==> config.mk <==
export PLATFORM = sky130hd
export DESIGN_NAME = sobel_mag
export DESIGN_NICKNAME = d
export VERILOG_FILES = /design/src/sobel_pkg.sv /design/src/sobel_mag.sv
export SDC_FILE = /design/constraint.sdc
export NUM_CORES = 1
export LEC_CHECK = 0
export BUFFER_PORTS_ARGS = -buffer_cell sky130_fd_sc_hd__buf_2
export CAP_MARGIN = 10
export CORE_MARGIN = 4
export CORE_UTILIZATION = 45
export CTS_CLUSTER_SIZE = 16
export DETAILED_ROUTE_END_ITERATION = 10
export PLACE_DENSITY = 0.75
export SLEW_MARGIN = 25
export SYNTH_ARGS = -nofsm -noshare
export SYNTH_HDL_FRONTEND = slang
export SYNTH_SLANG_ARGS = --single-unit
export TNS_END_PERCENT = 30
==> constraint.sdc <==
create_clock -name i_clk -period 14.5 [get_ports i_clk]
set_input_delay 1.45 -clock i_clk [delete_from_list [all_inputs] [get_ports i_clk]]
set_output_delay 1.45 -clock i_clk [all_outputs]
set_load 0.01 [all_outputs]
==> src/sobel_pkg.sv <==
`default_nettype none

package sobel_pkg;

    // Field widths of the stream items.
    localparam int PIXEL_W  = 8;
    localparam int ROW_W    = 12;
    localparam int COL_W    = 11;
    localparam int OUT_W    = 32;
    localparam int OUT_PAD  = OUT_W - PIXEL_W - ROW_W - COL_W;

    // Configuration register widths and port format.
    localparam int IMG_W_W    = 12;
    localparam int IMG_H_W    = 13;
    localparam int THR_W      = 11;
    localparam int CFG_DATA_W = 13;
    localparam int CFG_IDX_W  = 2;

    // Arithmetic widths: weighted sums, gradients, squares and limits.
    localparam int WSUM_W = 10;
    localparam int GRAD_W = 11;
    localparam int SQ_W   = 20;
    localparam int MAG_W  = 21;
    localparam int LIM_W  = 24;

    // Register reset values.
    localparam logic [IMG_W_W-1:0] RST_IMG_W = 12'd640;
    localparam logic [IMG_H_W-1:0] RST_IMG_H = 13'd480;
    localparam logic [LIM_W-1:0]   RST_LIM   = 24'd10201;

    // Result codes.
    localparam logic [PIXEL_W-1:0] EDGE_ON  = 8'd255;
    localparam logic [PIXEL_W-1:0] EDGE_OFF = 8'd0;

    // Configuration register indexes.
    typedef enum logic [CFG_IDX_W-1:0] {
        CFG_IMAGE_WIDTH    = 2'd0,
        CFG_IMAGE_HEIGHT   = 2'd1,
        CFG_EDGE_THRESHOLD = 2'd2
    } t_cfg_idx;

    // Gradient item passed from the window front end to the magnitude stage.
    typedef struct packed {
        logic signed [GRAD_W-1:0] gx;
        logic signed [GRAD_W-1:0] gy;
        logic [ROW_W-1:0]         row;
        logic [COL_W-1:0]         col;
        logic                     frame_end;
    } t_grad;

    // Result item.
    typedef struct packed {
        logic [COL_W-1:0]   col;
        logic [ROW_W-1:0]   row;
        logic [PIXEL_W-1:0] edge_value;
        logic               frame_end;
    } t_result;

    // Weighted 1-2-1 sum of three pixels.
    function automatic logic [WSUM_W-1:0] wsum(
        input logic [PIXEL_W-1:0] a,
        input logic [PIXEL_W-1:0] b,
        input logic [PIXEL_W-1:0] c
    );
        return {2'b00, a} + {1'b0, b, 1'b0} + {2'b00, c};
    endfunction

    // Signed difference of two weighted sums.
    function automatic logic signed [GRAD_W-1:0] wdiff(
        input logic [WSUM_W-1:0] p,
        input logic [WSUM_W-1:0] n
    );
        return $signed({1'b0, p}) - $signed({1'b0, n});
    endfunction

endpackage

`default_nettype wire

==> src/sobel_mag.sv <==
`default_nettype none

module sobel_mag (
    input  wire logic                           i_clk,
    input  wire logic                           i_rst_n,
    input  wire logic [sobel_pkg::LIM_W-1:0]    i_limit,
    input  wire logic                           i_valid,
    output logic                                o_ready,
    input  wire sobel_pkg::t_grad               i_grad,
    output logic                                o_valid,
    input  wire logic                           i_ready,
    output sobel_pkg::t_result                  o_result
);

    localparam int GW = sobel_pkg::GRAD_W;

    logic r_sq_valid, r_o_valid, o_free, sq_adv;
    logic [sobel_pkg::SQ_W-1:0] r_sqx, r_sqy;
    logic [2*GW-1:0] prod_x, prod_y;
    logic [sobel_pkg::ROW_W-1:0] r_sq_row;
    logic [sobel_pkg::COL_W-1:0] r_sq_col;
    logic r_sq_fend;
    logic [sobel_pkg::MAG_W-1:0] mag2;
    sobel_pkg::t_result r_o;

    assign o_free  = !r_o_valid || i_ready;
    assign sq_adv  = r_sq_valid && o_free;
    assign o_ready = !r_sq_valid || o_free;

    // Squares of both gradients; each fits in 20 bits.
    assign prod_x = (2*GW)'($signed(i_grad.gx) * $signed(i_grad.gx));
    assign prod_y = (2*GW)'($signed(i_grad.gy) * $signed(i_grad.gy));

    always_ff @(posedge i_clk) begin
        if (!i_rst_n) begin
            r_sq_valid <= 1'b0;
        end else if (i_valid && o_ready) begin
            r_sq_valid <= 1'b1;
        end else if (sq_adv) begin
            r_sq_valid <= 1'b0;
        end
    end

    always_ff @(posedge i_clk) begin
        if (i_valid && o_ready) begin
            r_sqx     <= prod_x[sobel_pkg::SQ_W-1:0];
            r_sqy     <= prod_y[sobel_pkg::SQ_W-1:0];
            r_sq_row  <= i_grad.row;
            r_sq_col  <= i_grad.col;
            r_sq_fend <= i_grad.frame_end;
        end
    end

    // Magnitude test: sum of squares against the squared threshold plus one.
    assign mag2 = {1'b0, r_sqx} + {1'b0, r_sqy};

    always_ff @(posedge i_clk) begin
        if (!i_rst_n) begin
            r_o_valid <= 1'b0;
        end else if (sq_adv) begin
            r_o_valid <= 1'b1;
        end else if (i_ready) begin
            r_o_valid <= 1'b0;
        end
    end

    always_ff @(posedge i_clk) begin
        if (sq_adv) begin
            r_o.edge_value <= (sobel_pkg::LIM_W'(mag2) >= i_limit) ?
                              sobel_pkg::EDGE_ON : sobel_pkg::EDGE_OFF;
            r_o.row        <= r_sq_row;
            r_o.col        <= r_sq_col;
            r_o.frame_end  <= r_sq_fend;
        end
    end

    assign o_valid  = r_o_valid;
    assign o_result = r_o;

endmodule

`default_nettype wire

==> results of run 1 <==
==> registers in the layout (all words and copies together), names as in the netlist <==
signal / cells
o_result: 25
r_sqx: 19
r_sq_fend: 1
r_sq_col: 11
o_valid: 1
r_sqy: 19
r_sq_valid: 1
r_sq_row: 12
==> worst register-to-register path, delay by kind of cell, from the launching register on <==
| kind | cells | cell delay, ps |
|---|---|---|
| compound gates | 7 | 1530 |
| flops | 1 | 400 |
| simple gates | 5 | 790 |
| fa+ha+maj | 2 | 640 |
| xor+xnor | 1 | 110 |
==> worst max-delay path by stage <==
| stage | startpoint | end | slack, ps | cells after the start |
|---|---|---|---|---|
| after floorplan | i_grad[28] | r_sqy[19] | 8260 | 18 |
| after global placement | i_grad[28] | r_sqy[19] | 8120 | 18 |
| after detailed placement | i_grad[37] | r_sqx[19] | 8060 | 18 |
| after CTS | i_grad[28] | r_sqy[19] | 8420 | 18 |
| after global routing | i_grad[37] | r_sqx[19] | 8160 | 17 |
| final | i_grad[28] | r_sqy[19] | 8410 | 18 |
==> where the power goes <==
part	switching, mW	internal [mW]	leakage [nW]	total, mW
sequential	0.0214	0.441	0.857	0.462
combinational	1.12	0.956	5.34	2.07
clock	0.101	0.125	0.148	0.226
total	1.24	1.52	6.35	2.76
==> final cells by class <==
type / count / area [µm²]
repair buffers: 108 / 543
clock inverters: 6 / 57.6
flip-flops and latches: 89 / 2650
multi-input cells: 705 / 7740
well taps: 330 / 413
clock buffers: 10 / 239
inverters: 309 / 1160
fillers: 2242 / 12500
==> cell families after synthesis <==
logic type	after synthesis	synth area share [%]
and+or+nand+nor	214	9.49
xor gates and xnor gates	70	5.25
muxes	2	0.171
adders and majority gates	308	45.2
AOI/OAI and AO/OA	111	6.10
buffers and inverters	338	11.1
DFF	89	22.7
==> through the flow <==
stage	power (mW)	cells	setup WS, ps
2_1_floorplan	2.14	1132	8260
6_report	2.76	1557	8410
5_1_grt	3.12	1557	8160
3_3_place_gp	2.48	1541	8120
3_5_place_dp	2.55	1541	8060
4_1_cts	2.79	1557	8420
==> layer usage <==
metal / track usage, % / up-vias / routed length (µm)
met5: 0 / - / 13
met4: 3.05 / 2 / 262
met3: 2.31 / 28 / 1090
met2: 28.8 / 175 / 11100
met1: 20.0 / 3721 / 8870
li1: - / 3647 / -
==> placed cells by master (no fill, tap or decap), types with 35 or more instances in the layout <==
cell      count
edfxtp_1     87
and2_1       54
ha_1        118
nand2_1      60
xnor2_1      59
inv_1       309
a21oi_1      35
nor2_1       39
fa_1        190
buf_2       107
==> results.toml, run 1 <==
[setup_path]
path_cells = "buf_2, inv_1, nor2_1, inv_1, fa_1, fa_1, fa_1, inv_1, fa_1, inv_1, fa_1, inv_1, ha_1, or3_4, o211ai_1, a31oi_1, a211o_1, xnor2_1"
cp.buffers_inverters = 6
ff2ff_setup_slack_ps = 10820
timing.rr.start = "r_sqx[3]"
rr_endpoint = "o_result[7]"
cp.arrival_ps = 6180
worstPathMaxFanout = 10
crit_path_top_delay_cell = "fa_1"
crit_path_max_incr_delay_ps = 540
timing_worst_setup_path_type = "primary input to register"
end_kind = "register"
startpoint_type = "primary input"
required_ps = 14590
reg2regPathDepth = 15
crit_family = "adder cells"

[placed_design]
hpwl_mm = 18.4
placed_area_um2 = 12500
gp_congestion = 0.810
portBuffers = 107

[synthesis]
ys.flop_type = "edfxtp_1"
syn_avg_cell_area_um2 = 10.3
ys_warn_count = 0
yosys.area.top_type = "fa_1"
syn_area_um2 = 11700
async_flop_share_pct = 0
synth_cell_types = 44
synth_seq_cells = 89
synthTopCellsByArea = "fa_1 33%, edfxtp_1 22%, ha_1 13%"
synth-edff-count = 87
synthTopCellsByCount = "309 x inv_1, 190 x fa_1, 118 x ha_1, 87 x edfxtp_1, 60 x nand2_1"
synth.top_cell.area_share_pct = 32.6
synth.most_common_cell = "inv_1"
syn-instance-count = 1132
ys_seq_area_share_pct = 22.7
synth_nets = 1514

[die]
ios = 108
die_y_um = 169
fp-row-count = 58
die_width_um = 169
dieArea_um2 = 28600
start_util_pct = 46.1
core-area_um2 = 25300

[clock_network]
cts_resized = 0
cts_made_buffers = 9
cts_tree = "built"
cts_sinks = 89
htree_levels = 3
cts.hold.buffers_added = 0
cts.reportedPaths.clkPinSlew_ps = 70
worstSkewPairLatency_ps = 340
cts-root-buf = "clkbuf_16"
clockBufferDepth = 2
postCtsSetupRepairBufs = 0

[routing]
vias_per_cell = 4.86
drtAntennaViolNets = 0
vias = 7573
drt-total-wl_mm = 21.3
routedWlPerCell_um = 13.7
drc_errors = 0
drt_iter0_drc = 418
first_pass_iters = 5

[layout]
layout-drive-gt1-share_pct = 11.2
fin_util_pct = 50.6
syn2layout_area_growth_pct = 9.64
n_antenna_cell = 0
fin_nets = 1604
finalInstanceArea_um2 = 12800

[timing]
rsz0062_at_grt = "false"
tightest_slew_ps = 794
whs_ps = 420
fin_crit_sh_pct = 42.0
fin_tns_setup_ps = 0
hold_viol = 0
fmax_mhz = 164
slew_headroom_pct = 47.0
setup_viol = 0
finalCriticalPeriod_ps = 6090
slew_viol_final = 0
fin_worst_skew_ps = 8.77

[grt]
gr-usage-all-layers_pct = 15.7
grt_pass1_wl_mm = 37.0
grt_max_degree = 63
gr-total-overflow = 0
antenna_found_initial = 1
grt_pass1_vias = 8275

[status]
status = "complete, no violations"

[min_path]
min_to = "o_result[26]"
hp-class = "register to register"
hp-start = "r_sq_col[5]"
min_delay_path_depth = 0

[pwr]
max-vdd-ir-drop_uv = 143
leakagePower_nw = 6.35
cellPowerDensity_nw_per_um2 = 216

[flow_run]
drv_cap = 0
No activity file was read; power rests on OpenSTA's default activity.
==> run 2, diff against run 1 <==
- PLACE_DENSITY: 0.75 -> 0.78
- clock period: 14.5 -> 5 ns (I/O delays scaled with it)
==> run 2 against run 1 <==
Against the previous run: global-route usage increased by 1.3 points; combinational power increased to 3.4 times the previous value; cell area increased by 8.4%; via count increased by 7.4%; total power increased to 3.3 times the previous value; hold slack got worse by 94 ps; cell count increased by 7.7%; setup slack got worse by 8300 ps; first-iteration DRC count decreased by 15%; register-to-register slack got worse by 9700 ps; sequential share of layout area decreased by 1.6 points; die area unchanged.
==> results.toml, run 2 (synthesized netlist as in run 1, its figures left out) <==
[timing]
fin_tns_setup_ps = 0
fin_crit_sh_pct = 97.2
rsz0062_at_grt = "true"
hold_viol = 0
fin_worst_skew_ps = 5.21
tightest_slew_ps = 735
slew_viol_final = 0
whs_ps = 326
finalCriticalPeriod_ps = 4860
setup_viol = 0
slew_headroom_pct = 50.9
fmax_mhz = 206

[pwr]
p_int_mw = 5.19
p_seq_share_pct = 14.7
cellPowerDensity_nw_per_um2 = 656
swShare_pct = 43.0
comb_power_share_pct = 77.6
clock_power_share_pct = 7.7
max-vdd-ir-drop_uv = 530
leakagePower_nw = 6.96
p_sw_mw = 3.91

[setup_path]
worstPathMaxFanout = 5
timing_worst_setup_path_type = "primary input to register"
cp.arrival_ps = 4960
ff2ff_setup_slack_ps = 1080
rr_endpoint = "o_result[7]"
timing.rr.start = "r_sqy[3]"
reg2regPathDepth = 15
end_kind = "register"
required_ps = 5100
startpoint_type = "primary input"

[placed_design]
hpwl_mm = 20.3
portBuffers = 107
placed_area_um2 = 13500
gp_congestion = 0.820

[clock_network]
cts.hold.buffers_added = 0
cts_made_buffers = 9
worstSkewPairLatency_ps = 350
clockBufferDepth = 2
cts_sinks = 89
cts-root-buf = "clkbuf_16"
cts_tree = "built"
htree_levels = 3
cts.reportedPaths.clkPinSlew_ps = 60

[routing]
drt_iter0_drc = 355
vias_per_cell = 4.85
vias = 8136
routedWlPerCell_um = 13.7
drc_errors = 0
drt-total-wl_mm = 22.9
drtAntennaViolNets = 0
first_pass_iters = 7

[die]
start_util_pct = 46.1
dieArea_um2 = 28600
die_width_um = 169
fp-row-count = 58
die_y_um = 169
core-area_um2 = 25300
ios = 108

[status]
status = "complete, no violations"

[min_path]
hp-class = "primary input to register"
min_to = "r_sq_row[5]"
min_delay_path_depth = 1
hp-start = "i_grad[17]"

[layout]
finalInstanceArea_um2 = 13900
final_cell_mix = "304 x inv_1, 186 x fa_1, 123 x buf_4"
final_common_cell = "inv_1"
fin_nets = 1724
n_antenna_cell = 0
layout-drive-gt1-share_pct = 21.5
syn2layout_area_growth_pct = 18.8
largest_reg_flops = 25
nFillCells = 2135

[flow_run]
drv_cap = 0

[grt]
grt_pass1_vias = 8994
antenna_found_initial = 0
gr-usage-all-layers_pct = 17.0
grt_pass1_wl_mm = 40.0
grt_max_degree = 39
gr-total-overflow = 0
==> run 2: cell types whose count changed in the layout (fill, tap and decap cells not counted), sizes merged <==
cell / delta
clkinv: +1
clkbuf: +7
buf: +113
inv: -2
bufinv: +1
==> run 2: through the flow <==
| stage | power, mW | std cells | utilization, % | setup WS, ps |
|---|---|---|---|---|
| 2_1_floorplan | 6.34 | 1132 | - | -23.9 |
| 4_1_cts | 9.09 | 1677 | 54.5 | 102 |
| 3_3_place_gp | 8.04 | 1661 | 53.2 | -196 |
| 6_report | 9.10 | 1677 | 54.8 | 138 |
| 3_5_place_dp | 8.32 | 1661 | 53.3 | -261 |
| 5_1_grt | 10.2 | 1677 | 54.8 | -24.8 |
==> run 2: area by class of cell <==
| type | count | area, µm² | share of cell area, % |
|---|---|---|---|
| clock inverters | 6 | 72.6 | 0.523 |
| clock buffers | 10 | 239 | 1.72 |
| multi-input cells | 705 | 7880 | 56.7 |
| well taps | 330 | 413 | 2.98 |
| inverters | 309 | 1160 | 8.36 |
| flip-flops and latches | 89 | 2650 | 19.1 |
| repair buffers | 228 | 1470 | 10.6 |
==> run 2: routing by layer <==
layer / track usage [%] / part of all wire [%]
met5: 0 / 0
met1: 21.1 / 41
met2: 31.8 / 53
met3: 2.13 / 4.9
met4: 3.57 / 1.3
==> run 2: worst max-delay path by stage <==
stage / startpoint / end / slack [ps]
after floorplan: i_grad[43] / r_sqx[19] / -20
after global placement: i_grad[26] / r_sqy[19] / -200
after detailed placement: i_grad[26] / r_sqy[19] / -260
after CTS: i_grad[26] / r_sqy[19] / 100
after global routing: i_grad[27] / r_sqy[19] / -20
final: i_grad[30] / r_sqy[19] / 140
==> run 2: power groups by stage <==
| stage | sequential, mW | clock, mW | combinational [mW] |
|---|---|---|---|
| 3_5_place_dp | 1.35 | 0 | 6.97 |
| 4_1_cts | 1.34 | 0.713 | 7.04 |
| 3_3_place_gp | 1.35 | 0 | 6.69 |
| 2_1_floorplan | 1.33 | 0 | 5.00 |
| 5_1_grt | 1.35 | 0.750 | 8.06 |
| 6_report | 1.34 | 0.697 | 7.06 |
==> run 2: timing repair <==
item	4_1_cts	5_1_grt
setup buffers	0	0
resized for setup	0	29
setup endpoints to repair	0	6
==> run 2: critical path, stage by stage <==
cell	delay [ps]
clkbuf_4	150
nand2_1	80
fa_1	500
inv_1	60
fa_1	500
inv_1	50
fa_1	480
inv_1	60
fa_1	530
inv_1	50
fa_1	520
inv_1	40
ha_2	180
or3_4	350
o211ai_1	260
a31oi_2	170
a211o_1	330
xnor2_1	130
==> run 3, diff against run 2 <==
- RECOVER_POWER: unset -> 50
==> run 3 against run 2 <==
Against the previous run: the run now ends with capacitance limit, slew limit left; total power about the same; via count shrank 0.27%; register-to-register slack improved by 30 ps; critical path depth unchanged; count of clock-buffer cells in the layout stayed put; cell area is 0.36% lower; critical path type unchanged; largest cell class unchanged.
==> results.toml, run 3 (synthesized netlist as in run 1, its figures left out) <==
[clock_network]
htree_levels = 3
cts-root-buf = "clkbuf_16"
cts_made_buffers = 9
cts_sinks = 89
postCtsSetupRepairBufs = 0
cts_tree = "built"
clockBufferDepth = 2
worstSkewPairLatency_ps = 350
cts.reportedPaths.clkPinSlew_ps = 70

[layout]
final_cell_mix = "304 x inv_1, 186 x fa_1, 120 x buf_4"
finalInstanceArea_um2 = 13800
n_antenna_cell = 0
largest_reg_flops = 25
layout-drive-gt1-share_pct = 19.4
final_common_cell = "inv_1"
fin_util_pct = 54.6
syn2layout_area_growth_pct = 18.4
stdcell_count = 1677
fin_nets = 1724

[die]
core-area_um2 = 25300
die_y_um = 169
dieArea_um2 = 28600
start_util_pct = 46.1
fp-row-count = 58
ios = 108
die_width_um = 169

[timing]
finalCriticalPeriod_ps = 4860
worst_slack_ps = 140
tightest_slew_ps = 2150
slew_headroom_pct = -43.7
rsz0062_at_grt = "true"
hold_viol = 0
whs_ps = 325
fin_worst_skew_ps = 7.05
slew_viol_final = 26
fin_crit_sh_pct = 97.2
fmax_mhz = 206
setup_viol = 0

[routing]
routedWlPerCell_um = 13.7
drtAntennaViolNets = 0
first_pass_iters = 5
drt-total-wl_mm = 23.0
vias_per_cell = 4.84
drt_iter0_drc = 326
vias = 8114
drc_errors = 0

[status]
status = "finished, violations left"
violations = "capacitance limit, slew limit"

[grt]
gr-total-overflow = 0
grt_pass1_wl_mm = 40.0
antenna_found_initial = 0
gr-usage-all-layers_pct = 17.0
grt_max_degree = 39
grt_pass1_vias = 8994

[setup_path]
path_cells = "clkbuf_4, nand2_1, fa_1, inv_1, fa_1, inv_1, fa_1, inv_1, fa_1, inv_1, fa_1, inv_1, ha_2, or3_4, o211ai_1, a31oi_2, a211o_1, xnor2_1"
timing_worst_setup_path_type = "primary input to register"
required_ps = 5100
timing.rr.start = "r_sqy[3]"
cp-endpoint = "r_sqy[19]"
rr_endpoint = "o_result[7]"
end_kind = "register"
crit_family = "adder cells"
cp.buffers_inverters = 6
ff2ff_setup_slack_ps = 1110
reg2regPathDepth = 15
cp.arrival_ps = 4960
startpoint_type = "primary input"
critPathLaunch = "i_grad[30]"
crit_path_max_incr_delay_ps = 530
crit_path_top_delay_cell = "fa_1"
cp.depth = 18
worstPathMaxFanout = 5

[min_path]
hp-class = "primary input to register"
min_delay_path_depth = 1

[placed_design]
portBuffers = 107
placed_area_um2 = 13500
dp_slack_ps = -261
gp_congestion = 0.820
hpwl_mm = 20.3
dp.cells = 1661

[pwr]
max-vdd-ir-drop_uv = 530
leakagePower_nw = 6.88
p_sw_mw = 3.92
cellPowerDensity_nw_per_um2 = 658
p_seq_share_pct = 14.7
clock_power_share_pct = 7.7
comb_power_share_pct = 77.6
swShare_pct = 43.0
p_int_mw = 5.18

[flow_run]
drv_cap = 1
## run 3: routing by layer
metal / part of all wire (%) / up-vias / track usage (%)
met1: 41 / 4043 / 21.1
met2: 53 / 159 / 31.8
met5: 0 / - / 0
met4: 1.2 / 0 / 3.57
li1: - / 3890 / -
met3: 4.9 / 22 / 2.13
## run 3: worst min path at each step
stage | slack [ps] | from | to
after floorplan | 400 | r_sq_fend | o_result[0]
after global placement | 400 | r_sq_col[3] | o_result[24]
after detailed placement | 400 | r_sq_col[4] | o_result[25]
after CTS | 310 | i_grad[10] | r_sq_col[9]
after global routing | 310 | i_grad[2] | r_sq_col[1]
final | 330 | i_grad[17] | r_sq_row[5]
## run 3: through the flow
step	total power [mW]	TNS [ps]
final	9.10	0
after floorplan	6.34	-23.9
after CTS	9.09	0
after detailed placement	8.32	-1340
after global routing	10.2	-25.0
after global placement	8.04	-892
## run 3: power by group through the flow
| stage | Sequential (mW) | Clock (mW) | Combinational [mW] |
|---|---|---|---|
| final | 1.34 | 0.699 | 7.06 |
| after global routing | 1.35 | 0.750 | 8.05 |
| after CTS | 1.34 | 0.713 | 7.04 |
| after detailed placement | 1.35 | 0 | 6.97 |
| after global placement | 1.35 | 0 | 6.69 |
| after floorplan | 1.33 | 0 | 5.00 |
## run 3: what timing repair did
action | in CTS | in global routing
setup endpoints to repair | 0 | 6
hold buffers | 0 | 0
resized for setup | 0 | 29
## run 3: area by class of cell
| cell class | count | area [µm²] |
|---|---|---|
| Multi-Input combinational cell | 705 | 7870 |
| Fill cell | 2163 | 11500 |
| Clock buffer | 10 | 239 |
| Clock inverter | 6 | 72.6 |
| Sequential cell | 89 | 2650 |
| Inverter | 309 | 1160 |
| Timing Repair Buffer | 228 | 1420 |
| Tap cell | 330 | 413 |
